### src/hdl/rclog_pkg.sv
// Shared types, constants and helper functions of the log-odds grid.
// Used by every module of the block; depends on nothing.
package rclog_pkg;

    localparam int COORD_W       = 10;
    localparam int CELL_W        = 16;
    localparam int COUNT_W       = 10;
    localparam int ERR_W         = 14;
    localparam int GRID_BITS_DEF = 10;
    localparam int CFG_ADDR_W    = 3;
    localparam int APB_DATA_W    = 32;

    typedef logic [COORD_W-1:0]        coord_t;
    typedef logic signed [CELL_W-1:0]  cell_t;
    typedef logic [COUNT_W-1:0]        count_t;
    typedef logic [1:0]                op_t;

    localparam op_t OP_TRACE = 2'd0;
    localparam op_t OP_READ  = 2'd1;
    localparam op_t OP_ADD   = 2'd2;

    localparam logic REG_FREE_INC = 1'b0;
    localparam logic REG_OCC_INC  = 1'b1;

    localparam cell_t FREE_INC_RESET = -16'sd1486;
    localparam cell_t OCC_INC_RESET  = 16'sd1486;

    typedef struct packed {
        op_t    op;
        coord_t start_x;
        coord_t start_y;
        coord_t end_x;
        coord_t end_y;
        coord_t skip_x;
        coord_t skip_y;
    } item_t;

    typedef struct packed {
        cell_t  cell_value;
        count_t cells_updated;
    } result_t;

    typedef struct packed {
        cell_t free_inc;
        cell_t occ_inc;
    } cfg_t;

    typedef struct packed {
        logic  valid;
        logic  write;
        cell_t inc;
    } grid_ctl_t;

    typedef struct packed {
        logic  valid;
        cell_t value;
    } grid_resp_t;

    typedef struct packed {
        logic clearing;
        logic pending;
    } grid_stat_t;

    typedef struct packed {
        logic busy;
        logic cell_valid;
    } step_stat_t;

    typedef enum logic [1:0] {
        ST_IDLE,
        ST_RAY,
        ST_CELL,
        ST_DONE
    } state_t;

    function automatic logic in_grid(coord_t x, coord_t y, int gb);
        logic ok;
        if (gb >= COORD_W)
        begin
            ok = 1'b1;
        end
        else
        begin
            ok = ((x >> gb) == '0) && ((y >> gb) == '0);
        end
        return ok;
    endfunction

    function automatic cell_t sat_add(cell_t a, cell_t b);
        logic signed [CELL_W:0] s;
        cell_t r;
        s = $signed({a[CELL_W-1], a}) + $signed({b[CELL_W-1], b});
        case (s[CELL_W:CELL_W-1])
            2'b01:   r = {1'b0, {(CELL_W-1){1'b1}}};
            2'b10:   r = {1'b1, {(CELL_W-1){1'b0}}};
            default: r = s[CELL_W-1:0];
        endcase
        return r;
    endfunction

endpackage

### src/hdl/rclog_apb_regs.sv
// APB configuration registers: free and occupied log-odds increments.
// Depends on rclog_pkg.
module rclog_apb_regs (
    input  logic                                clk,
    input  logic                                rst_n,
    input  logic                                psel,
    input  logic                                penable,
    input  logic                                pwrite,
    input  logic [rclog_pkg::CFG_ADDR_W-1:0]    paddr,
    input  logic [rclog_pkg::APB_DATA_W-1:0]    pwdata,
    output logic [rclog_pkg::APB_DATA_W-1:0]    prdata,
    output logic                                pready,
    output rclog_pkg::cfg_t                     cfg
);
    localparam int EXT_W = rclog_pkg::APB_DATA_W - rclog_pkg::CELL_W;

    logic             reg_sel;
    logic             wr_en;
    rclog_pkg::cell_t free_inc_reg;
    rclog_pkg::cell_t free_inc_next;
    rclog_pkg::cell_t occ_inc_reg;
    rclog_pkg::cell_t occ_inc_next;

    assign pready  = 1'b1;
    assign reg_sel = paddr[rclog_pkg::CFG_ADDR_W-1];
    assign wr_en   = psel & penable & pwrite & pready;

    always_comb
    begin
        free_inc_next = free_inc_reg;
        occ_inc_next  = occ_inc_reg;
        if (wr_en)
        begin
            case (reg_sel)
                rclog_pkg::REG_FREE_INC: free_inc_next = pwdata[rclog_pkg::CELL_W-1:0];
                rclog_pkg::REG_OCC_INC:  occ_inc_next  = pwdata[rclog_pkg::CELL_W-1:0];
                default: ;
            endcase
        end
    end

    always_ff @(posedge clk or negedge rst_n)
    begin
        if (!rst_n)
        begin
            free_inc_reg <= rclog_pkg::FREE_INC_RESET;
            occ_inc_reg  <= rclog_pkg::OCC_INC_RESET;
        end
        else
        begin
            free_inc_reg <= free_inc_next;
            occ_inc_reg  <= occ_inc_next;
        end
    end

    always_comb
    begin
        case (reg_sel)
            rclog_pkg::REG_FREE_INC:
                prdata = {{EXT_W{free_inc_reg[rclog_pkg::CELL_W-1]}}, free_inc_reg};
            rclog_pkg::REG_OCC_INC:
                prdata = {{EXT_W{occ_inc_reg[rclog_pkg::CELL_W-1]}}, occ_inc_reg};
            default:
                prdata = '0;
        endcase
    end

    assign cfg.free_inc = free_inc_reg;
    assign cfg.occ_inc  = occ_inc_reg;

endmodule

### config.mk
export PLATFORM = sky130hd
export DESIGN_NAME = rclog_apb_regs
export DESIGN_NICKNAME = d
export VERILOG_FILES = /design/src/hdl/rclog_pkg.sv /design/src/hdl/rclog_apb_regs.sv
export SDC_FILE = /design/constraint.sdc
export NUM_CORES = 1
export LEC_CHECK = 0
export BUFFER_PORTS_ARGS = -buffer_cell sky130_fd_sc_hd__buf_4
export CORE_MARGIN = 5
export CORE_UTILIZATION = 42
export DETAILED_ROUTE_END_ITERATION = 6
export PLACE_DENSITY_LB_ADDON = 0.15
export SLEW_MARGIN = 20
export SYNTH_ARGS = -nofsm -noshare
export SYNTH_HDL_FRONTEND = slang
export SYNTH_SLANG_ARGS = --single-unit
### constraint.sdc
create_clock -name clk -period 1.6 [get_ports clk]
set_clock_uncertainty 0.15 [all_clocks]
set_input_delay 0.24 -clock clk [delete_from_list [all_inputs] [get_ports clk]]
set_output_delay 0.24 -clock clk [all_outputs]
set_load 0.02 [all_outputs]
==> results of run 1 <==
## cell usage in the layout (no fill, tap or decap)
cell,n
dfrtp_1,16
conb_1,1
clkinvlp_4,1
clkbuf_8,6
clkbuf_1,1
nand4_4,1
buf_12,2
dlygate4sd3_1,1
nand4b_4,1
mux2_2,37
buf_4,85
dfstp_2,16
mux2_4,12
## synthesized netlist by cell type
| cell | number | area, sq um |
|---|---|---|
| buf_6 | 3 | 33.8 |
| buf_2 | 1 | 5.00 |
| nand4_4 | 1 | 21.3 |
| buf_4 | 17 | 128 |
| conb_1 | 1 | 3.75 |
| dfrtp_1 | 16 | 400 |
| nand4b_4 | 1 | 23.8 |
| mux2_4 | 10 | 150 |
| dfstp_2 | 16 | 420 |
| mux2_2 | 38 | 428 |
## kinds of logic after synthesis
| logic type | synth area share, % |
|---|---|
| other cells | 0.232 |
| simple gates | 2.79 |
| buf+inv | 10.3 |
| mux | 35.8 |
| flops | 50.9 |
## power by group
| part | total (mW) | internal (mW) | switching, mW | leakage, nW |
|---|---|---|---|---|
| logic | 1.56 | 0.762 | 0.794 | 0.732 |
| clock network | 0.623 | 0.349 | 0.275 | 0.0445 |
| registers | 1.19 | 1.06 | 0.134 | 0.360 |
## final cells by class
| type | instances | area, sq um | area share [%] |
|---|---|---|---|
| sequential | 32 | 821 | 35.6 |
| timing repair buffer | 88 | 688 | 29.8 |
| multi-input combinational | 52 | 646 | 28.0 |
| clock buffer | 7 | 86.3 | 3.74 |
| tap | 48 | 60.1 | 2.60 |
| clock inverter | 1 | 7.51 | 0.325 |
## stage by stage
step,util (%),setup TNS [ns],worst slack [ns],instances
2_1_floorplan,-,0,0.0598,104
3_3_place_gp,59.3,0,0.0352,218
3_5_place_dp,59.3,0,0.0533,218
4_1_cts,62.6,0,0.0253,228
5_1_grt,62.6,-0.279,-0.0225,228
6_report,62.6,0,0.0438,228
## routing by layer
layer  global-route usage [%]  share of wire [%]  routed length [microns]
met1                     16.4                 36                     1330
met2                     24.9                 49                     1820
met3                     6.51                 13                      487
met4                     6.47                1.4                       51
met5                        0                  0                        0
## path summary, 6_finish.rpt
kind	slack [ns]	to	depth (start not counted)	start
max	0.04	prdata[17]	2	free_inc_reg[15]
min	0.05	free_inc_reg[4]	2	pwdata[4]
max reg2reg	0.67	occ_inc_reg[15]	1	occ_inc_reg[15]
min reg2reg	0.39	occ_inc_reg[12]	1	occ_inc_reg[12]
max in group asynchronous	0.68	free_inc_reg[15]	2	rst_n
min in group asynchronous	0.29	free_inc_reg[8]	2	rst_n
## worst max-delay path: cells and delay by family, from the launching register on
| family | cells | cell delay [ns] |
|---|---|---|
| buffers and inverters | 1 | 0.15 |
| DFF | 1 | 0.55 |
| muxes | 1 | 0.20 |
## repair_timing
action | CTS | global route
hold buffers | 1 | 0
pin swaps | 0 | 0
gates resized for setup | 2 | 0
endpoints found under the hold margin | 16 | 0
endpoints found under the setup margin | 17 | 17
gates cloned | 1 | 0
==> reports/qor.yml, run 1 <==
cp-end-kind: "primary output"
cp.required_ns: 1.21
grt_pass1_vias: 1162
cts_tree: "built"
netlist_instances: 104
root_buffer: "clkbuf_8"
arrival_ns: 1.17
die_y_microns: 72.0
ctsLongestPathBuffers: 2
syn-cell-area_sq_um: 1610
first_iter_violations: 21
routedWlPerCell_microns: 16.2
p_leak_nw: 1.14
hold_path_class: "in -> reg"
num_rows: 22
yosysWarnings: 0
cp_slowest_cell: "dfstp_2"
vdd_drop_max_v: 0.000810
cts.sinks: 32
htreeDepth: 2
fin_area_sq_um: 2310
io_pins: 105
period_share_pct: 97.3
clkLatencyLatePin_ns: 0.27
crit_chain: "mux2_4 > buf_4"
postRouteAntennaNets: 0
synth_cell_types: 10
ys_ff_latch: 32
io_buffers: 85
finalPower_mw: 3.37
dp_hpwl_mm: 2.68
gp_congestion: 0.741
path_class: "reg -> out"
setup_viol: 0
firstDrtPassIters: 3
initial_utilization_pct: 43.8
avgSynthCellArea_sq_um: 15.5
syn_nets: 144
clk_pin_slew_ns: 0.07
grt_start_max_net_pins: 33
coreArea_sq_um: 3690
grt_usage_pct: 14.9
vias: 1095
place_area_sq_um: 2190
status: "complete, no violations"
cp_max_fo: 9
grt_pass1_wl_mm: 5.92
fin_nets: 219
hold_viol: 0
max-cap-violations: 0
max_freq_ghz: 0.643
drc: 0
postCtsSetupBuffers: 0
startpoint_type: "flip-flop"
dieArea_sq_um: 5180
syn2layout_area_growth_pct: 43.0
antenna_cells: 0
dieWidth_microns: 72.0
numCtsBuffers: 5
grt_remaining_overflow: 0
drive_above_1_share_pct: 89.4
antenna_found_initial: 0
timing.hold.ws_ns: 0.0483
avgViaCountPerCell: 4.80
wl_mm: 3.70
rsz0062_at_grt: "true"
power.density_nw_per_um2: 1460
max_stage_delay_ns: 0.55
fillers: 290
slew_violations: 0
finalCriticalPeriod_ns: 1.56
ys_seq_area_share_pct: 50.9
(Power assumes the default switching activity.)
==> run 2, diff against run 1 <==
BUFFER_PORTS_ARGS = -buffer_cell sky130_fd_sc_hd__buf_2   (was -buffer_cell sky130_fd_sc_hd__buf_4)
==> run 2 against run 1 <==
Net effect: register-to-register slack worse by 0.02 ns; global-route usage is 1.1 points lower; via count is 1.7% higher; clock-buffer cell count stayed put; critical path depth stayed put; wire length is 1.5% lower; first-iteration DRC count is 38% lower; cell area is 8.2% lower; fmax is 1.4% lower; critical endpoint is now prdata[28]; highest routed layer unchanged.
==> reports/qor.yml, run 2 (synthesis results as in run 1) <==
cts.sinks: 32
gp_congestion: 0.749
cp_slowest_cell: "dfstp_2"
path_delay_family: "flip-flops"
htreeDepth: 2
dieArea_sq_um: 5180
syn2layout_area_growth_pct: 31.3
wl_mm: 3.64
grt_remaining_overflow: 0
timing.rr.start: "occ_inc_reg[15]"
final_core_util_pct: 57.5
vias: 1114
status: "complete, no violations"
dp_hpwl_mm: 2.69
final_common_cell: "buf_2"
fin_nets: 222
numCtsBuffers: 5
mostFrequentLayoutCells: "buf_2 (76), mux2_2 (38), dfrtp_1 (16), dfstp_2 (16)"
dp_cells: 220
period_share_pct: 98.7
hold_path_class: "in -> reg"
finalPower_mw: 3.10
cts_tree: "built"
worst-path-buf-inv: 1
rsz0062_at_grt: "true"
rr_endpoint: "occ_inc_reg[15]"
cp_max_fo: 8
holdPathStages: 2
cp-end-kind: "primary output"
postCtsSetupBuffers: 0
antenna_cells: 0
path_class: "reg -> out"
clk_pin_slew_ns: 0.06
max-cap-violations: 0
hold_start: "pwdata[12]"
setup_viol: 0
first_iter_violations: 13
startpoint_type: "flip-flop"
drc: 0
clkLatencyLatePin_ns: 0.27
drive_above_1_share_pct: 89.1
fillers: 338
grt_pass1_wl_mm: 5.51
tightest_slew_ns: 0.678
hold_end: "free_inc_reg[12]"
reg2reg_slack_ns: 0.65
dieWidth_microns: 72.0
grt_pass1_vias: 1156
vdd_drop_max_v: 0.000864
seq_area_sq_um: 821
coreArea_sq_um: 3690
pre_cts_ws_ns: 0.0835
hold_viol: 0
max_stage_delay_ns: 0.56
io_buffers: 85
setup_slack_ns: 0.0210
slew_violations: 0
postRouteAntennaNets: 0
initial_utilization_pct: 43.8
firstDrtPassIters: 2
final_cell_count_no_fill: 231
grt_start_max_net_pins: 33
die_y_microns: 72.0
arrival_ns: 1.19
routedWlPerCell_microns: 15.8
rr_worst_depth: 1
grt_usage_pct: 13.7
power.density_nw_per_um2: 1460
antenna_found_initial: 0
cp.required_ns: 1.21
multiInputGateArea_sq_um: 657
crit_chain: "mux2_4 > buf_2"
relSlewSlack_pct: 54.8
avgViaCountPerCell: 4.82
num_rows: 22
p_leak_nw: 1.08
ctsLongestPathBuffers: 2
finalCriticalPeriod_ns: 1.58
setup_tns_ns: 0
io_pins: 105
max_freq_ghz: 0.633
root_buffer: "clkbuf_8"
run 2: routing by layer:
layer	GRT usage [%]	vias to the layer above	part of all wire, %
met1	15.5	538	36
met4	5.22	0	1.4
met5	0	-	0
met3	5.68	7	13
met2	23.2	64	50
li1	-	505	-
run 2: worst max-delay path by stage:
stage / cells after the start / slack (ns) / endpoint / startpoint
3_3_place_gp: 4 / 0.08 / occ_inc_reg[4] / paddr[2]
6_report: 2 / 0.02 / prdata[28] / free_inc_reg[15]
3_5_place_dp: 4 / 0.08 / occ_inc_reg[12] / paddr[2]
4_1_cts: 2 / -0.004 / prdata[26] / free_inc_reg[15]
5_1_grt: 2 / -0.04 / prdata[28] / free_inc_reg[15]
2_1_floorplan: 2 / 0.06 / prdata[16] / free_inc_reg[15]
run 2: final cells by class:
class                           count  share of cell area (%)
Clock buffer                        7                    3.60
Clock inverter                      1                   0.236
Multi-Input combinational cell     53                    31.0
Sequential cell                    32                    38.7
Tap cell                           48                    2.83
Timing Repair Buffer               90                    23.6
run 2: repair_timing:
item | 4_1_cts | 5_1_grt
gates resized for setup | 1 | 10
pin swaps | 0 | 0
hold buffers | 1 | 0
setup endpoints to repair | 17 | 17
endpoints found under the hold margin | 16 | 0
cloned | 0 | 2
run 2: power breakdown:
| part | switching [mW] | internal (mW) | leakage [nW] |
|---|---|---|---|
| Clock | 0.252 | 0.304 | 0.0422 |
| Combinational | 0.787 | 0.575 | 0.681 |
| Sequential | 0.130 | 1.06 | 0.360 |
run 2: through the flow:
step / hold WS, ns / cell area [sq um]
2_1_floorplan: -0.206 / 1610
5_1_grt: 0.0545 / 2120
4_1_cts: 0.0528 / 2070
3_5_place_dp: 0.164 / 1980
3_3_place_gp: 0.159 / 1980
6_report: 0.0635 / 2120
==> run 3, diff against run 2 <==
ABC_CLOCK_PERIOD_IN_PS = 1600   (was unset)
REMOVE_ABC_BUFFERS = 1   (was unset)
==> run 3 against run 2 <==
Net effect: worst setup slack worse by 0.018 ns; first-iteration DRC count grew to 3.2 times the previous value; final cell count is 0.43% higher; wire length is 0.41% lower; register-to-register slack hardly changed; die area stayed put; clock power is 33% higher; clock-buffer cell count is 1 lower; sequential power hardly changed; combinational power hardly changed; total power is 6.8% higher; non-clock buffer count is 1 higher; critical path type unchanged; critical endpoint is now prdata[25]; highest routed layer unchanged.
==> reports/qor.yml, run 3 (synthesis results as in run 1) <==
grt_remaining_overflow: 0
power.density_nw_per_um2: 1510
final_common_cell: "buf_2"
timing.rr.start: "occ_inc_reg[15]"
dieArea_sq_um: 5180
io_pins: 105
tightest_slew_ns: 0.690
postCtsSetupBuffers: 0
holdPathStages: 2
wl_mm: 3.62
rsz0062_at_grt: "true"
grt_start_max_net_pins: 33
cts_tree: "built"
relSlewSlack_pct: 54.0
hold_path_class: "in -> reg"
finalCriticalPeriod_ns: 1.60
dp_hpwl_mm: 2.68
coreArea_sq_um: 3690
period_share_pct: 99.8
status: "complete, no violations"
grt_pass1_wl_mm: 6.05
arrival_ns: 1.21
initial_utilization_pct: 43.8
setup_viol: 0
reg2reg_slack_ns: 0.65
clkLatencyLatePin_ns: 0.27
path_class: "reg -> out"
setup_tns_ns: 0
routedWlPerCell_microns: 15.6
rr_worst_depth: 1
clk_pin_slew_ns: 0.06
vdd_drop_max_v: 0.000870
drive_above_1_share_pct: 89.7
dieWidth_microns: 72.0
grt_pass1_vias: 1249
cp_max_fo: 5
drc: 0
fillers: 309
postRouteAntennaNets: 0
slew_violations: 0
final_core_util_pct: 59.4
hold_viol: 0
syn2layout_area_growth_pct: 35.7
cts.sinks: 32
num_rows: 22
max_freq_ghz: 0.626
cp-end-kind: "primary output"
vias: 1136
rr_endpoint: "occ_inc_reg[15]"
root_buffer: "clkbuf_8"
gp_congestion: 0.719
die_y_microns: 72.0
firstDrtPassIters: 3
avgViaCountPerCell: 4.90
cp.required_ns: 1.21
hold_end: "free_inc_reg[8]"
p_leak_nw: 1.11
fin_nets: 223
htreeDepth: 2
mostFrequentLayoutCells: "buf_2 (69), mux2_2 (38), dfrtp_1 (16), dfstp_2 (16), buf_4 (16)"
ctsLongestPathBuffers: 2
antenna_cells: 0
numCtsBuffers: 5
max-cap-violations: 0
io_buffers: 85
first_iter_violations: 41
timing.hold.ws_ns: 0.0579
hold_start: "pwdata[8]"
startpoint_type: "flip-flop"
grt_usage_pct: 14.9
antenna_found_initial: 0
[run 3: critical path, cell delays in order (launching register included)]
cell	delay, ns
dfstp_2	0.56
mux2_4	0.20
buf_2	0.17
[run 3: what timing repair did]
action | in CTS | in global routing
setup endpoints to repair | 17 | 19
hold buffers | 1 | 0
hold endpoints to repair | 16 | 0
gates cloned | 1 | 1
resized for setup | 6 | 14
[run 3: how the worst max path moves through the flow]
stage                           startpoint               to  slack [ns]  depth (start not counted)
final                     free_inc_reg[15]       prdata[25]       0.003                          2
after global routing      free_inc_reg[15]       prdata[21]       -0.06                          2
after CTS                 free_inc_reg[15]       prdata[29]      -0.007                          2
after detailed placement          paddr[2]  occ_inc_reg[12]       -0.01                          4
after global placement            paddr[2]   occ_inc_reg[9]       -0.02                          4
after floorplan           free_inc_reg[15]       prdata[15]       -0.71                          1
[run 3: area by class of cell]
class / instances / area, sq um / area share (%)
timing repair buffer: 91 / 546 / 24.9
tap: 48 / 60.1 / 2.74
sequential: 32 / 821 / 37.5
clock inverter: 2 / 35.0 / 1.60
clock buffer: 6 / 72.6 / 3.31
multi-input combinational: 53 / 657 / 30.0
[run 3: report_power, final]
group | switching [mW] | internal (mW)
sequential | 0.127 | 1.06
combinational | 0.788 | 0.606
clock | 0.278 | 0.461
[run 3: layer usage]
metal  up-vias  track usage, %  part of all wire, %  wire (microns)
li1        515               -                    -               -
met1       565            16.5                   37            1330
met2        52            26.0                   53            1940
met3         4            5.96                  9.2             335
met4         0            4.59                 0.58              21
met5         -               0                    0               0
[run 3: through the flow]
stage | cells | instance area (sq um) | total power, mW | setup slack, ns
after floorplan | 83 | 1450 | 2.01 | -0.711
after global placement | 221 | 2000 | 2.48 | -0.0205
after detailed placement | 221 | 2000 | 2.51 | -0.0147
after CTS | 231 | 2140 | 3.31 | -0.00663
after global routing | 232 | 2190 | 3.50 | -0.0573
final | 232 | 2190 | 3.32 | 0.00295
