### src/hdl/rclog_pkg.sv
// Shared types, constants and helper functions of the log-odds grid.
// Used by every module of the block; depends on nothing.
package rclog_pkg;

    localparam int COORD_W       = 10;
    localparam int CELL_W        = 16;
    localparam int COUNT_W       = 10;
    localparam int ERR_W         = 14;
    localparam int GRID_BITS_DEF = 10;
    localparam int CFG_ADDR_W    = 3;
    localparam int APB_DATA_W    = 32;

    typedef logic [COORD_W-1:0]        coord_t;
    typedef logic signed [CELL_W-1:0]  cell_t;
    typedef logic [COUNT_W-1:0]        count_t;
    typedef logic [1:0]                op_t;

    localparam op_t OP_TRACE = 2'd0;
    localparam op_t OP_READ  = 2'd1;
    localparam op_t OP_ADD   = 2'd2;

    localparam logic REG_FREE_INC = 1'b0;
    localparam logic REG_OCC_INC  = 1'b1;

    localparam cell_t FREE_INC_RESET = -16'sd1486;
    localparam cell_t OCC_INC_RESET  = 16'sd1486;

    typedef struct packed {
        op_t    op;
        coord_t start_x;
        coord_t start_y;
        coord_t end_x;
        coord_t end_y;
        coord_t skip_x;
        coord_t skip_y;
    } item_t;

    typedef struct packed {
        cell_t  cell_value;
        count_t cells_updated;
    } result_t;

    typedef struct packed {
        cell_t free_inc;
        cell_t occ_inc;
    } cfg_t;

    typedef struct packed {
        logic  valid;
        logic  write;
        cell_t inc;
    } grid_ctl_t;

    typedef struct packed {
        logic  valid;
        cell_t value;
    } grid_resp_t;

    typedef struct packed {
        logic clearing;
        logic pending;
    } grid_stat_t;

    typedef struct packed {
        logic busy;
        logic cell_valid;
    } step_stat_t;

    typedef enum logic [1:0] {
        ST_IDLE,
        ST_RAY,
        ST_CELL,
        ST_DONE
    } state_t;

    function automatic logic in_grid(coord_t x, coord_t y, int gb);
        logic ok;
        if (gb >= COORD_W)
        begin
            ok = 1'b1;
        end
        else
        begin
            ok = ((x >> gb) == '0) && ((y >> gb) == '0);
        end
        return ok;
    endfunction

    function automatic cell_t sat_add(cell_t a, cell_t b);
        logic signed [CELL_W:0] s;
        cell_t r;
        s = $signed({a[CELL_W-1], a}) + $signed({b[CELL_W-1], b});
        case (s[CELL_W:CELL_W-1])
            2'b01:   r = {1'b0, {(CELL_W-1){1'b1}}};
            2'b10:   r = {1'b1, {(CELL_W-1){1'b0}}};
            default: r = s[CELL_W-1:0];
        endcase
        return r;
    endfunction

endpackage

### src/hdl/rclog_ray_stepper.sv
// Bresenham ray stepper: one cell address per cycle along the major axis.
// Depends on rclog_pkg; feeds cell writes to the grid memory.
module rclog_ray_stepper #(
    parameter int GRID_BITS = rclog_pkg::GRID_BITS_DEF
) (
    input  logic                        clk,
    input  logic                        rst_n,
    input  logic                        start,
    input  rclog_pkg::item_t            item,
    output rclog_pkg::step_stat_t       stat,
    output logic [2*GRID_BITS-1:0]      cell_addr,
    output rclog_pkg::count_t           count
);
    localparam int ADDR_W  = 2 * GRID_BITS;
    localparam int COORD_W = rclog_pkg::COORD_W;
    localparam int ERR_W   = rclog_pkg::ERR_W;

    // start decode
    logic signed [COORD_W:0]     dx;
    logic signed [COORD_W:0]     dy;
    rclog_pkg::coord_t           adx;
    rclog_pkg::coord_t           ady;
    logic                        x_major_s;
    rclog_pkg::coord_t           d_maj_s;
    rclog_pkg::coord_t           d_min_s;
    logic signed [ERR_W-1:0]     err_init;

    // step datapath
    rclog_pkg::coord_t           maj_nx;
    rclog_pkg::coord_t           min_nx;
    logic                        stop;
    logic signed [ERR_W-1:0]     err_a;
    logic signed [ERR_W-1:0]     err_n;
    logic                        step_min;
    rclog_pkg::coord_t           cx;
    rclog_pkg::coord_t           cy;
    logic                        cell_write;

    // registers
    logic                        running_reg, running_next;
    logic                        cell_valid_reg, cell_valid_next;
    rclog_pkg::count_t           count_reg, count_next;
    logic                        x_major_reg, x_major_next;
    logic                        maj_neg_reg, maj_neg_next;
    logic                        min_neg_reg, min_neg_next;
    rclog_pkg::coord_t           maj_reg, maj_next;
    rclog_pkg::coord_t           min_reg, min_next;
    rclog_pkg::coord_t           maj_end_reg, maj_end_next;
    rclog_pkg::coord_t           d_maj_reg, d_maj_next;
    rclog_pkg::coord_t           d_min_reg, d_min_next;
    logic signed [ERR_W-1:0]     err_reg, err_next;
    rclog_pkg::coord_t           skip_x_reg, skip_x_next;
    rclog_pkg::coord_t           skip_y_reg, skip_y_next;
    logic [ADDR_W-1:0]           addr_reg, addr_next;

    always_comb
    begin
        dx  = $signed({1'b0, item.end_x}) - $signed({1'b0, item.start_x});
        dy  = $signed({1'b0, item.end_y}) - $signed({1'b0, item.start_y});
        adx = dx[COORD_W] ? COORD_W'(-dx) : COORD_W'(dx);
        ady = dy[COORD_W] ? COORD_W'(-dy) : COORD_W'(dy);
        x_major_s = adx > ady;
        d_maj_s   = x_major_s ? adx : ady;
        d_min_s   = x_major_s ? ady : adx;
        err_init  = $signed(ERR_W'({d_min_s, 1'b0})) - $signed(ERR_W'(d_maj_s));
    end

    always_comb
    begin
        maj_nx   = maj_neg_reg ? maj_reg - 1'b1 : maj_reg + 1'b1;
        stop     = (maj_nx == maj_end_reg);
        err_a    = err_reg + $signed(ERR_W'({d_min_reg, 1'b0}));
        step_min = !err_a[ERR_W-1];
        err_n    = step_min ? err_a - $signed(ERR_W'({d_maj_reg, 1'b0})) : err_a;
        if (step_min)
        begin
            min_nx = min_neg_reg ? min_reg - 1'b1 : min_reg + 1'b1;
        end
        else
        begin
            min_nx = min_reg;
        end
        cx = x_major_reg ? maj_nx : min_nx;
        cy = x_major_reg ? min_nx : maj_nx;
        cell_write = !(cx == skip_x_reg && cy == skip_y_reg)
                     && rclog_pkg::in_grid(cx, cy, GRID_BITS);
    end

    always_comb
    begin
        running_next    = running_reg;
        cell_valid_next = 1'b0;
        count_next      = count_reg;
        x_major_next    = x_major_reg;
        maj_neg_next    = maj_neg_reg;
        min_neg_next    = min_neg_reg;
        maj_next        = maj_reg;
        min_next        = min_reg;
        maj_end_next    = maj_end_reg;
        d_maj_next      = d_maj_reg;
        d_min_next      = d_min_reg;
        err_next        = err_reg;
        skip_x_next     = skip_x_reg;
        skip_y_next     = skip_y_reg;
        addr_next       = addr_reg;
        if (start)
        begin
            running_next = (adx != '0) || (ady != '0);
            count_next   = '0;
            x_major_next = x_major_s;
            maj_neg_next = x_major_s ? dx[COORD_W] : dy[COORD_W];
            min_neg_next = x_major_s ? dy[COORD_W] : dx[COORD_W];
            maj_next     = x_major_s ? item.start_x : item.start_y;
            min_next     = x_major_s ? item.start_y : item.start_x;
            maj_end_next = x_major_s ? item.end_x : item.end_y;
            d_maj_next   = d_maj_s;
            d_min_next   = d_min_s;
            err_next     = err_init;
            skip_x_next  = item.skip_x;
            skip_y_next  = item.skip_y;
        end
        else if (running_reg)
        begin
            if (stop)
            begin
                running_next = 1'b0;
            end
            else
            begin
                maj_next        = maj_nx;
                min_next        = min_nx;
                err_next        = err_n;
                cell_valid_next = cell_write;
                addr_next       = (ADDR_W'(cy) << GRID_BITS) | ADDR_W'(cx);
                if (cell_write)
                begin
                    count_next = count_reg + 1'b1;
                end
            end
        end
    end

    always_ff @(posedge clk or negedge rst_n)
    begin
        if (!rst_n)
        begin
            running_reg    <= 1'b0;
            cell_valid_reg <= 1'b0;
            count_reg      <= '0;
        end
        else
        begin
            running_reg    <= running_next;
            cell_valid_reg <= cell_valid_next;
            count_reg      <= count_next;
        end
    end

    always_ff @(posedge clk)
    begin
        x_major_reg <= x_major_next;
        maj_neg_reg <= maj_neg_next;
        min_neg_reg <= min_neg_next;
        maj_reg     <= maj_next;
        min_reg     <= min_next;
        maj_end_reg <= maj_end_next;
        d_maj_reg   <= d_maj_next;
        d_min_reg   <= d_min_next;
        err_reg     <= err_next;
        skip_x_reg  <= skip_x_next;
        skip_y_reg  <= skip_y_next;
        addr_reg    <= addr_next;
    end

    assign stat.busy       = running_reg | cell_valid_reg;
    assign stat.cell_valid = cell_valid_reg;
    assign cell_addr       = addr_reg;
    assign count           = count_reg;

endmodule

### config.mk
export PLATFORM = sky130hd
export DESIGN_NAME = rclog_ray_stepper
export DESIGN_NICKNAME = d
export VERILOG_FILES = /design/src/hdl/rclog_pkg.sv /design/src/hdl/rclog_ray_stepper.sv
export SDC_FILE = /design/constraint.sdc
export NUM_CORES = 1
export LEC_CHECK = 0
export BUFFER_PORTS_ARGS = -buffer_cell sky130_fd_sc_hd__buf_2
export CORE_ASPECT_RATIO = 0.75
export CORE_MARGIN = 3
export CORE_UTILIZATION = 48
export CTS_CLUSTER_DIAMETER = 100
export DETAILED_ROUTE_END_ITERATION = 6
export PLACE_DENSITY_LB_ADDON = 0.12
export SETUP_SLACK_MARGIN = 0.02
export SLEW_MARGIN = 25
export SYNTH_ARGS = -nofsm -noshare
export SYNTH_HDL_FRONTEND = slang
export SYNTH_SLANG_ARGS = --single-unit
### constraint.sdc
create_clock -name clk -period 11.4 [get_ports clk]
set_clock_uncertainty 0.2 [all_clocks]
set_input_delay 2.85 -clock clk [delete_from_list [all_inputs] [get_ports clk]]
set_output_delay 2.85 -clock clk [all_outputs]
set_load 0.005 [all_outputs]
==> impl_results.md, run 1 <==
- Via count of the first global-routing pass: approximately 7200
- Total detailed-routing wirelength: between 20000 and 25000 um
- RD Place Congestion: around 0.91
- Sequential element share of the synthesized area: approximately 36%
- Critical path capture point: err_reg[10]
- Standard-cell row count: 44
- Top cell type by total area after synthesis: sky130_fd_sc_hd__edfxtp_1
- Gr busiest metal: met1
- Worst Path Arrival: 9.88 ns
- Share of cells above drive strength 1: 16.46%
- Cells taking the most area after synthesis: sky130_fd_sc_hd__edfxtp_1, sky130_fd_sc_hd__ha_1, sky130_fd_sc_hd__xnor2_1, sky130_fd_sc_hd__a21oi_1, sky130_fd_sc_hd__xor2_1
- CP startpoint: item[20]
- Synth Area per Inst: just under 10 sq um
- Number of antenna cells inserted: 0
- Count of pins on the block boundary: between 90 and 100
- Number of max-slew violations in the final report: 0
- Final hold violations: 0
- Outcome: completed
- Number of clock sinks: roughly 120
- Maximum number of pins on one net before global-route repair: 82
- Final HPWL DP: 19120 um
- Cts repair resizes: 0
- Flip-flop count of the largest register, all copies and words added: 20
- Simple logic cell fraction of the synthesized area: between 10% and 20%
- Met2 track demand over resource in global routing: roughly 31%
- Setup repair after global routing missed its margin: no
- Final period util: between 80 and 90%
- Critical path fanouts, max: 36
- Cts hold-fix bufs: 0
- Stage delay of the slowest cell on the critical path: between 0.5 and 0.6 ns
- Launching point of the worst reg2reg path: d_min_reg[0]
- Count of different cell masters after synthesis: 79
- Met3 usage: about 4.6%
- DRC violations left: 0
- Area enclosed by the die boundary: 0.02219 sq mm
- Complex-gate fraction of the synthesized area: between 10% and 20%
- First-pass iteration count of the detailed router: 5
- CP startpoint kind: primary input
- First-pass GRT wire length: approximately 39000 um
- Netlist area before placement: approximately 0.0098 sq mm
- Worst-margin pin slew: 0.9548 ns
- Clk buf depth: 2
- Residual antenna-violating net count after detailed routing: 0
- Endpoint of the most critical register-to-register path: count[1]
- Number of vias per cell: approximately 5.7
- Worst setup EP type: register
- Class of the most critical hold timing path: reg -> reg
- Post-synthesis to final-layout area growth: 12.93%
- Initial Util: between 40% and 50%
- Slowest stage cell on the critical path: sky130_fd_sc_hd__or4_1
- Share of flip-flops with an asynchronous set or reset: 10.17%
- Worst Reg-to-Reg Cells: 16
- Overall track demand over capacity in global routing: between 20% and 30%
- Share of the synthesized netlist area taken by xor and xnor gates: ~12%
- Layout Nets: about 1300
- Initial DRC Count: a little under 700
- Number of synthesized flops with an enable pin: 106
- Required time of the worst setup path: 11.38 ns
- Fraction of synthesized cell area taken by the top area cell type: between 30% and 40%
- Setup bufs post-CTS: 0
- Number of warnings issued by yosys: 0
- Post-DR wirelength/cell: approximately 18 um
- Setup Total Neg Slack: 0 ns
- Floorplan die width: between 150 and 200 um
- Max_slew headroom: between 30 and 40%
- Crit Path Category: in -> reg
- Top FF cell, synth: sky130_fd_sc_hd__edfxtp_1
- Combinational family with the most area after synthesis: compound AO/OA/AOI/OAI gates
- Fin crit period: a little under 10 ns
- Clock slew at reported path FFs: 0.06 ns
- Number of vias after detailed routing: ~7800
- Initial antenna violation count: 0
- Clock tree from TritonCTS: done
- Source of the worst hold timing path: count[9]
- F_max: 101.0 MHz
- Clock root buffer: sky130_fd_sc_hd__clkbuf_16
- Height of the die: between 100 and 150 um
- Adder and majority cell fraction of the synthesized area: roughly 12%
- Setup violation total in the final timing report: 0
- Gate count of the mapped netlist: between 1000 and 1500
- TritonCTS Buffers: 17
- Max-capacitance violation count: 0
- H-tree depth reported by CTS: 4
- Remaining global-route overflow: 0
- Clock insertion delay at the later pin of the skew report: approximately 0.43 ns
- CP dominant cell by count: sky130_fd_sc_hd__inv_1
- Buffers on Ports: between 90 and 100
- Core Area: 0.01971 sq mm
- Mux share of post-synthesis cell area: between 5 and 6%
- Met1 routing resource usage after global routing: between 30 and 40%
- Post-synthesis register bit count: 118
- Mapped Nets: 1163
- R2r setup slk: between 5 and 6 ns
synthesized netlist by cell type (all sizes together) (7+ instances only):
cell and n:
and3 9, inv 81, o21a 8, o21bai 11, dfrtp 12, xnor3 7
edfxtp 106, nand3 22, a21o 21, a211oi 13, nor3 14, nand2b 11
nor2b 11, ha 75, fa 7, maj3 10, buf 9, o21ai 62
a21oi 93, nand4 8, nand2 77, mux2i 29, mux2 17, nor2 78
clkbuf 21, xor2 52, xnor2 64
cells by family after synthesis:
group / Yosys count
flops: 118
fa+ha+maj: 92
mux: 46
buf+inv: 111
xor+xnor: 123
simple gates: 261
compound gates: 265
critical path: cells and delay by family:
family	cells	cell delay, ns
compound gates	9	1.51
xor+xnor	1	0.37
fa+ha+maj	8	2.93
buf+inv	5	0.52
mux	2	0.55
simple gates	5	1.12
final cells by class:
cell class,instances,area (sq um)
Fill cell,1768,8638
Multi-Input combinational cell,787,5891
Inverter,81,304.0
Tap cell,253,316.6
Clock inverter,13,125.1
Timing Repair Buffer,100,518.0
Clock buffer,19,432.9
Sequential cell,118,3483
worst min path at each step:
stage	cells past startpoint	to
2_1_floorplan	2	count[9]
3_3_place_gp	2	count[9]
3_5_place_dp	2	count[9]
4_1_cts	2	count[9]
5_1_grt	2	count[8]
6_report	2	count[9]
per-stage QoR:
step	hold slack, ns	setup slack [ns]	cells	utilization, %	area (sq um)
final	0.3463	1.497	1371	56.17	11070
after global routing	0.4127	0.9281	1371	56.17	11070
after CTS	0.3498	1.548	1371	56.17	11070
after detailed placement	0.3371	1.129	1339	53.34	10510
after global placement	0.3184	1.115	1339	53.34	10510
after floorplan	0.3277	1.538	1016	-	9803
layout by cell type, fill, tap and decap left out, drive strengths merged, types with 4 or more instances in the layout:
cell,instances
a2111o,4
a2111oi,5
a211oi,13
a21boi,4
a21o,21
a21oi,93
a31oi,6
and2,5
and3,9
buf,100
clkbuf,19
clkinv,7
dfrtp,12
edfxtp,106
fa,7
ha,75
inv,84
maj3,10
mux2,17
mux2i,29
nand2,77
nand2b,11
nand3,22
nand3b,5
nand4,8
nor2,78
nor2b,11
nor3,14
nor3b,5
o211ai,5
o21a,8
o21ai,62
o21bai,11
o31a,4
o31ai,5
or2,5
or3,4
xnor2,64
xnor3,7
xor2,52
metal layers:
metal	vias up	wire length, um
li1	3856	-
met1	3638	13120
met2	283	9569
met3	13	2055
met4	0	193
met5	-	0
Power of run 1 is not shown: default switching activity piles up to over one toggle a cycle in this logic, so the estimate is an artifact.
==> run 2: changes to the inputs <==
==> constraint.sdc (replaced) <==
create_clock -name clk -period 8.45 [get_ports clk]
set_clock_uncertainty 0.2 [all_clocks]
set_input_delay 2.1125 -clock clk [delete_from_list [all_inputs] [get_ports clk]]
set_output_delay 2.1125 -clock clk [all_outputs]
set_load 0.005 [all_outputs]
==> impl_results.md, run 2 (synthesis gave the netlist of run 1 again) <==
- Clk buf depth: 2
- Floorplan die width: around 170 um
- H-tree depth reported by CTS: 4
- DRC violations left: 0
- Final HPWL DP: about 20000 um
- Final hold violations: 0
- Worst Reg-to-Reg Cells: 16
- Worst-margin pin slew: 1.041 ns
- Share of cells above drive strength 1: around 25%
- Number of max-slew violations in the final report: 0
- Flip-flop count of the largest register, all copies and words added: 20
- Number of clock sinks: about 120
- CP startpoint kind: primary input
- Worst setup slack after placement: -0.2174 ns
- Class of the most critical hold timing path: reg -> reg
- Number of vias after detailed routing: 8128
- F_max: between 100 and 150 MHz
- Number of antenna cells inserted: 0
- Via count of the first global-routing pass: 7746
- R2r setup slk: 3.11 ns
- Maximum number of pins on one net before global-route repair: 82
- Remaining global-route overflow: 0
- Number of cells on the worst hold path: 2
- Final non-filler cell area: between 0.01 and 0.015 sq mm
- Worst setup EP type: register
- First-pass iteration count of the detailed router: 5
- Initial antenna violation count: 0
- Clock slew at reported path FFs: about 0.060 ns
- Crit Path Category: in -> reg
- RD Place Congestion: 0.9472
- Area enclosed by the die boundary: between 0.02 and 0.025 sq mm
- Total detailed-routing wirelength: 25970 um
- Layout Cells excl Fill: roughly 1500
- Buffers on Ports: 94
- Source of the worst hold timing path: count[9]
- Setup repair after global routing missed its margin: yes
- Layout Nets: between 1000 and 1500
- First-pass GRT wire length: around 41000 um
- Post-route worst setup slack: 0.2867 ns
- Fin crit period: 8.163 ns
- Number of vias per cell: approximately 5.6
- Post-synthesis to final-layout area growth: 21.29%
- Slowest stage cell on the critical path: sky130_fd_sc_hd__or4_1
- Critical path fanouts, max: 7
- Core Area: 0.01971 sq mm
- Outcome: completed
- Clock tree from TritonCTS: done
- Count of pins on the block boundary: 97
- Launching point of the worst reg2reg path: d_min_reg[0]
- Max-capacitance violation count: 0
- Setup violation total in the final timing report: 0
- Setup Total Neg Slack: 0 ns
- TritonCTS Buffers: 17
- Initial DRC Count: approximately 700
- Max_slew headroom: around 30%
- Post-placement cell area: about 0.011 sq mm
- Placed insts: 1424
- Post-DR wirelength/cell: between 15 and 20 um
- Clock insertion delay at the later pin of the skew report: ~0.43 ns
- Clock root buffer: sky130_fd_sc_hd__clkbuf_16
- Stage delay of the slowest cell on the critical path: 0.41 ns
- Endpoint of the most critical register-to-register path: count[1]
- Standard-cell row count: 44
- Leading cell type in the layout, fill and taps excluded: sky130_fd_sc_hd__edfxtp_1
- Initial Util: 49.74%
- Residual antenna-violating net count after detailed routing: 0
- Hold Crit Endpoint: count[9]
- Final period util: 96.61%
- Height of the die: between 100 and 150 um
- Overall track demand over capacity in global routing: 24.11%
- Worst Path Arrival: about 8.2 ns
- Most used cells in the layout excluding fill and tap cells: sky130_fd_sc_hd__edfxtp_1, sky130_fd_sc_hd__buf_4, sky130_fd_sc_hd__buf_2, sky130_fd_sc_hd__a21oi_1, sky130_fd_sc_hd__nor2_1
- Required time of the worst setup path: between 8 and 9 ns
- CP startpoint: item[20]
## run 2: per-stage QoR
stage / util, % / hold slack (ns)
after floorplan: - / 0.3277
after global placement: 56.91 / 0.3195
after detailed placement: 56.91 / 0.3467
after CTS: 59.74 / 0.3605
after global routing: 60.33 / 0.4114
final: 60.33 / 0.3474
## run 2: area by class of cell
type	instances	area, sq um
Multi-Input combinational cell	787	6011
Fill cell	1711	7819
Sequential cell	118	3483
Timing Repair Buffer	191	1204
Inverter	81	316.6
Tap cell	253	316.6
Clock inverter	14	130.1
Clock buffer	18	429.2
## run 2: worst max-delay path: cells and delay by family
kind | cells | cell delay (ns)
and+or+nand+nor | 6 | 0.97
adders and majority gates | 8 | 2.43
xor gates and xnor gates | 1 | 0.26
AOI/OAI and AO/OA | 7 | 1.37
muxes | 2 | 0.46
buffers and inverters | 5 | 0.55
## run 2: layer usage
metal / global-route usage [%] / wire length, um / up-vias
met5: 0 / 0 / -
met4: 6.008 / 282 / 0
met3: 5.633 / 2150 / 20
met2: 33.79 / 10420 / 307
met1: 37.38 / 13110 / 3777
li1: - / - / 4024
## run 2: worst max-delay path by stage
stage,to,slack (ns)
4_1_cts,err_reg[10],0.22
3_5_place_dp,err_reg[10],-0.22
3_3_place_gp,err_reg[10],-0.20
5_1_grt,err_reg[10],-0.03
2_1_floorplan,err_reg[10],-0.20
6_report,err_reg[10],0.29
## run 2: repair_timing
action                                  in CTS  in global routing
resized for setup                            0                 15
hold buffers                                 0                  0
buffers inserted                             0                  6
endpoints found under the setup margin       0                  5
Power of run 2 is left out for the same reason.
==> run 3: changes to the inputs <==
--- a/config.mk
+++ b/config.mk
@@ -6,9 +6,10 @@
 export NUM_CORES = 1
 export LEC_CHECK = 0
 export BUFFER_PORTS_ARGS = -buffer_cell sky130_fd_sc_hd__buf_2
+export CAP_MARGIN = 20
 export CORE_ASPECT_RATIO = 0.75
 export CORE_MARGIN = 3
-export CORE_UTILIZATION = 48
+export CORE_UTILIZATION = 36
 export CTS_CLUSTER_DIAMETER = 100
 export DETAILED_ROUTE_END_ITERATION = 6
 export PLACE_DENSITY_LB_ADDON = 0.12
==> impl_results.md, run 3 (synthesis gave the netlist of run 1 again) <==
- Critical path fanouts, max: 6
- Number of vias after detailed routing: slightly above 8000
- Remaining global-route overflow: 0
- Number of clock sinks: approximately 120
- Worst Path Arrival: roughly 8.2 ns
- Clock insertion delay at the later pin of the skew report: ~0.43 ns
- H-tree depth reported by CTS: 4
- CP startpoint kind: primary input
- Cts hold-fix bufs: 0
- Floorplan die width: around 200 um
- R2r setup slk: approximately 3 ns
- First-pass iteration count of the detailed router: 6
- Slowest stage cell on the critical path: sky130_fd_sc_hd__or4_1
- Core Area: approximately 0.026 sq mm
- Number of vias per cell: about 5.2
- Flip-flop count of the largest register, all copies and words added: 20
- Outcome: completed
- Required time of the worst setup path: about 8.4 ns
- F_max: between 100 and 150 MHz
- Initial antenna violation count: 0
- Clock tree from TritonCTS: done
- First-pass GRT wire length: 43720 um
- Stage delay of the slowest cell on the critical path: roughly 0.42 ns
- Setup violation total in the final timing report: 0
- Post-DR wirelength/cell: around 18 um
- Final period util: between 90% and 100%
- Leading cell type in the layout, fill and taps excluded: sky130_fd_sc_hd__buf_4
- Post-synthesis to final-layout area growth: 24.57%
- Share of cells above drive strength 1: 25.69%
- Layout Nets: between 1000 and 1500
- Fin crit period: about 8.2 ns
- TritonCTS Buffers: 17
- Area enclosed by the die boundary: just under 0.03 sq mm
- Clock slew at reported path FFs: around 0.060 ns
- Worst setup EP type: register
- Crit Path Category: in -> reg
- Clk buf depth: 2
- Initial DRC Count: approximately 630
- Class of the most critical hold timing path: reg -> reg
- Maximum number of pins on one net before global-route repair: 56
- Final hold violations: 0
- Via count of the first global-routing pass: slightly below 8000
- Standard-cell row count: 51
- DR top layer: met4
- Met2 Wirelength: 10700 um
- Height of the die: between 100 and 150 um
- Routed length on met3: between 1500 and 2000 um
- Initial Util: ~37%
- Final HPWL DP: around 22000 um
- Number of max-slew violations in the final report: 0
- Count of pins on the block boundary: between 90 and 100
- DRC violations left: 0
- Worst-margin pin slew: around 0.95 ns
- Number of antenna cells inserted: 0
- Residual antenna-violating net count after detailed routing: 0
- Clock root buffer: sky130_fd_sc_hd__clkbuf_16
- Overall track demand over capacity in global routing: 19.30%
- Most used cells in the layout excluding fill and tap cells: sky130_fd_sc_hd__buf_4, sky130_fd_sc_hd__edfxtp_1, sky130_fd_sc_hd__buf_2, sky130_fd_sc_hd__a21oi_1, sky130_fd_sc_hd__nor2_1
- RD Place Congestion: approximately 0.88
- Max-capacitance violation count: 0
- Total routed wire length on the met1 layer: 14740 um
- Max_slew headroom: approximately 37%
- Total detailed-routing wirelength: between 20000 and 30000 um
- Buffers on Ports: 94
- Setup repair after global routing missed its margin: yes
- Worst Hold Margin: around 0.34 ns
==> run 3: cell count changes in the layout (fill, tap and decap cells not counted), moves of 2 or more <==
cell,before,now
sky130_fd_sc_hd__buf_4,99,113
sky130_fd_sc_hd__bufinv_16,1,4
sky130_fd_sc_hd__clkinv_4,5,2
sky130_fd_sc_hd__inv_6,1,4
sky130_fd_sc_hd__buf_12,0,2
==> run 3: area by class of cell <==
type	instances	area [sq um]
fillers	2522	14140
clock inverters	14	197.7
multi-input cells	787	5995
clock buffers	18	429.2
well taps	344	430.4
inverters	81	316.6
flip-flops and latches	118	3483
repair buffers	208	1360
==> run 3: worst paths after layout <==
path,startpoint,to,cells after the start
setup / recovery,item[30],err_reg[10],33
hold / removal,count[9],count[9],2
setup reg to reg,maj_neg_reg,running_reg,13
hold reg to reg,count[9],count[9],2
max in group asynchronous,rst_n,count[4],1
min in group asynchronous,rst_n,count[1],1
==> run 3: through the flow <==
step / cell area, sq um / setup WS, ns / util [%] / std cells / setup TNS, ns
finish: 12210 / 0.2381 / 46.34 / 1570 / 0
global route: 12210 / -0.03484 / 46.34 / 1570 / -0.03484
CTS: 12120 / 0.1330 / 45.98 / 1565 / 0
detailed placement: 11490 / -0.2849 / 43.60 / 1533 / -0.3297
global placement: 11490 / -0.2222 / 43.60 / 1533 / -0.2296
floorplan: 9893 / -0.1987 / - / 1016 / -0.1987
==> run 3: per-layer routing <==
layer	vias to the layer above	GRT usage (%)
met3	22	3.364
met1	3773	31.17
met5	-	0
met2	232	26.37
met4	0	4.311
li1	4071	-
==> run 3: critical path: cells and delay by family <==
kind	cells	cell delay, ns
buffers and inverters	5	0.36
AO/OA/AOI/OAI	14	2.05
multiplexers	1	0.17
adder cells (fa/ha/maj)	8	2.52
AND/OR/NAND/NOR	5	0.97
==> run 3: repair_timing <==
item	in CTS	in global routing
endpoints found under the hold margin	0	0
buffers inserted	0	5
gates resized for setup	0	14
endpoints found under the setup margin	0	2
Power of run 3 is left out for the same reason.
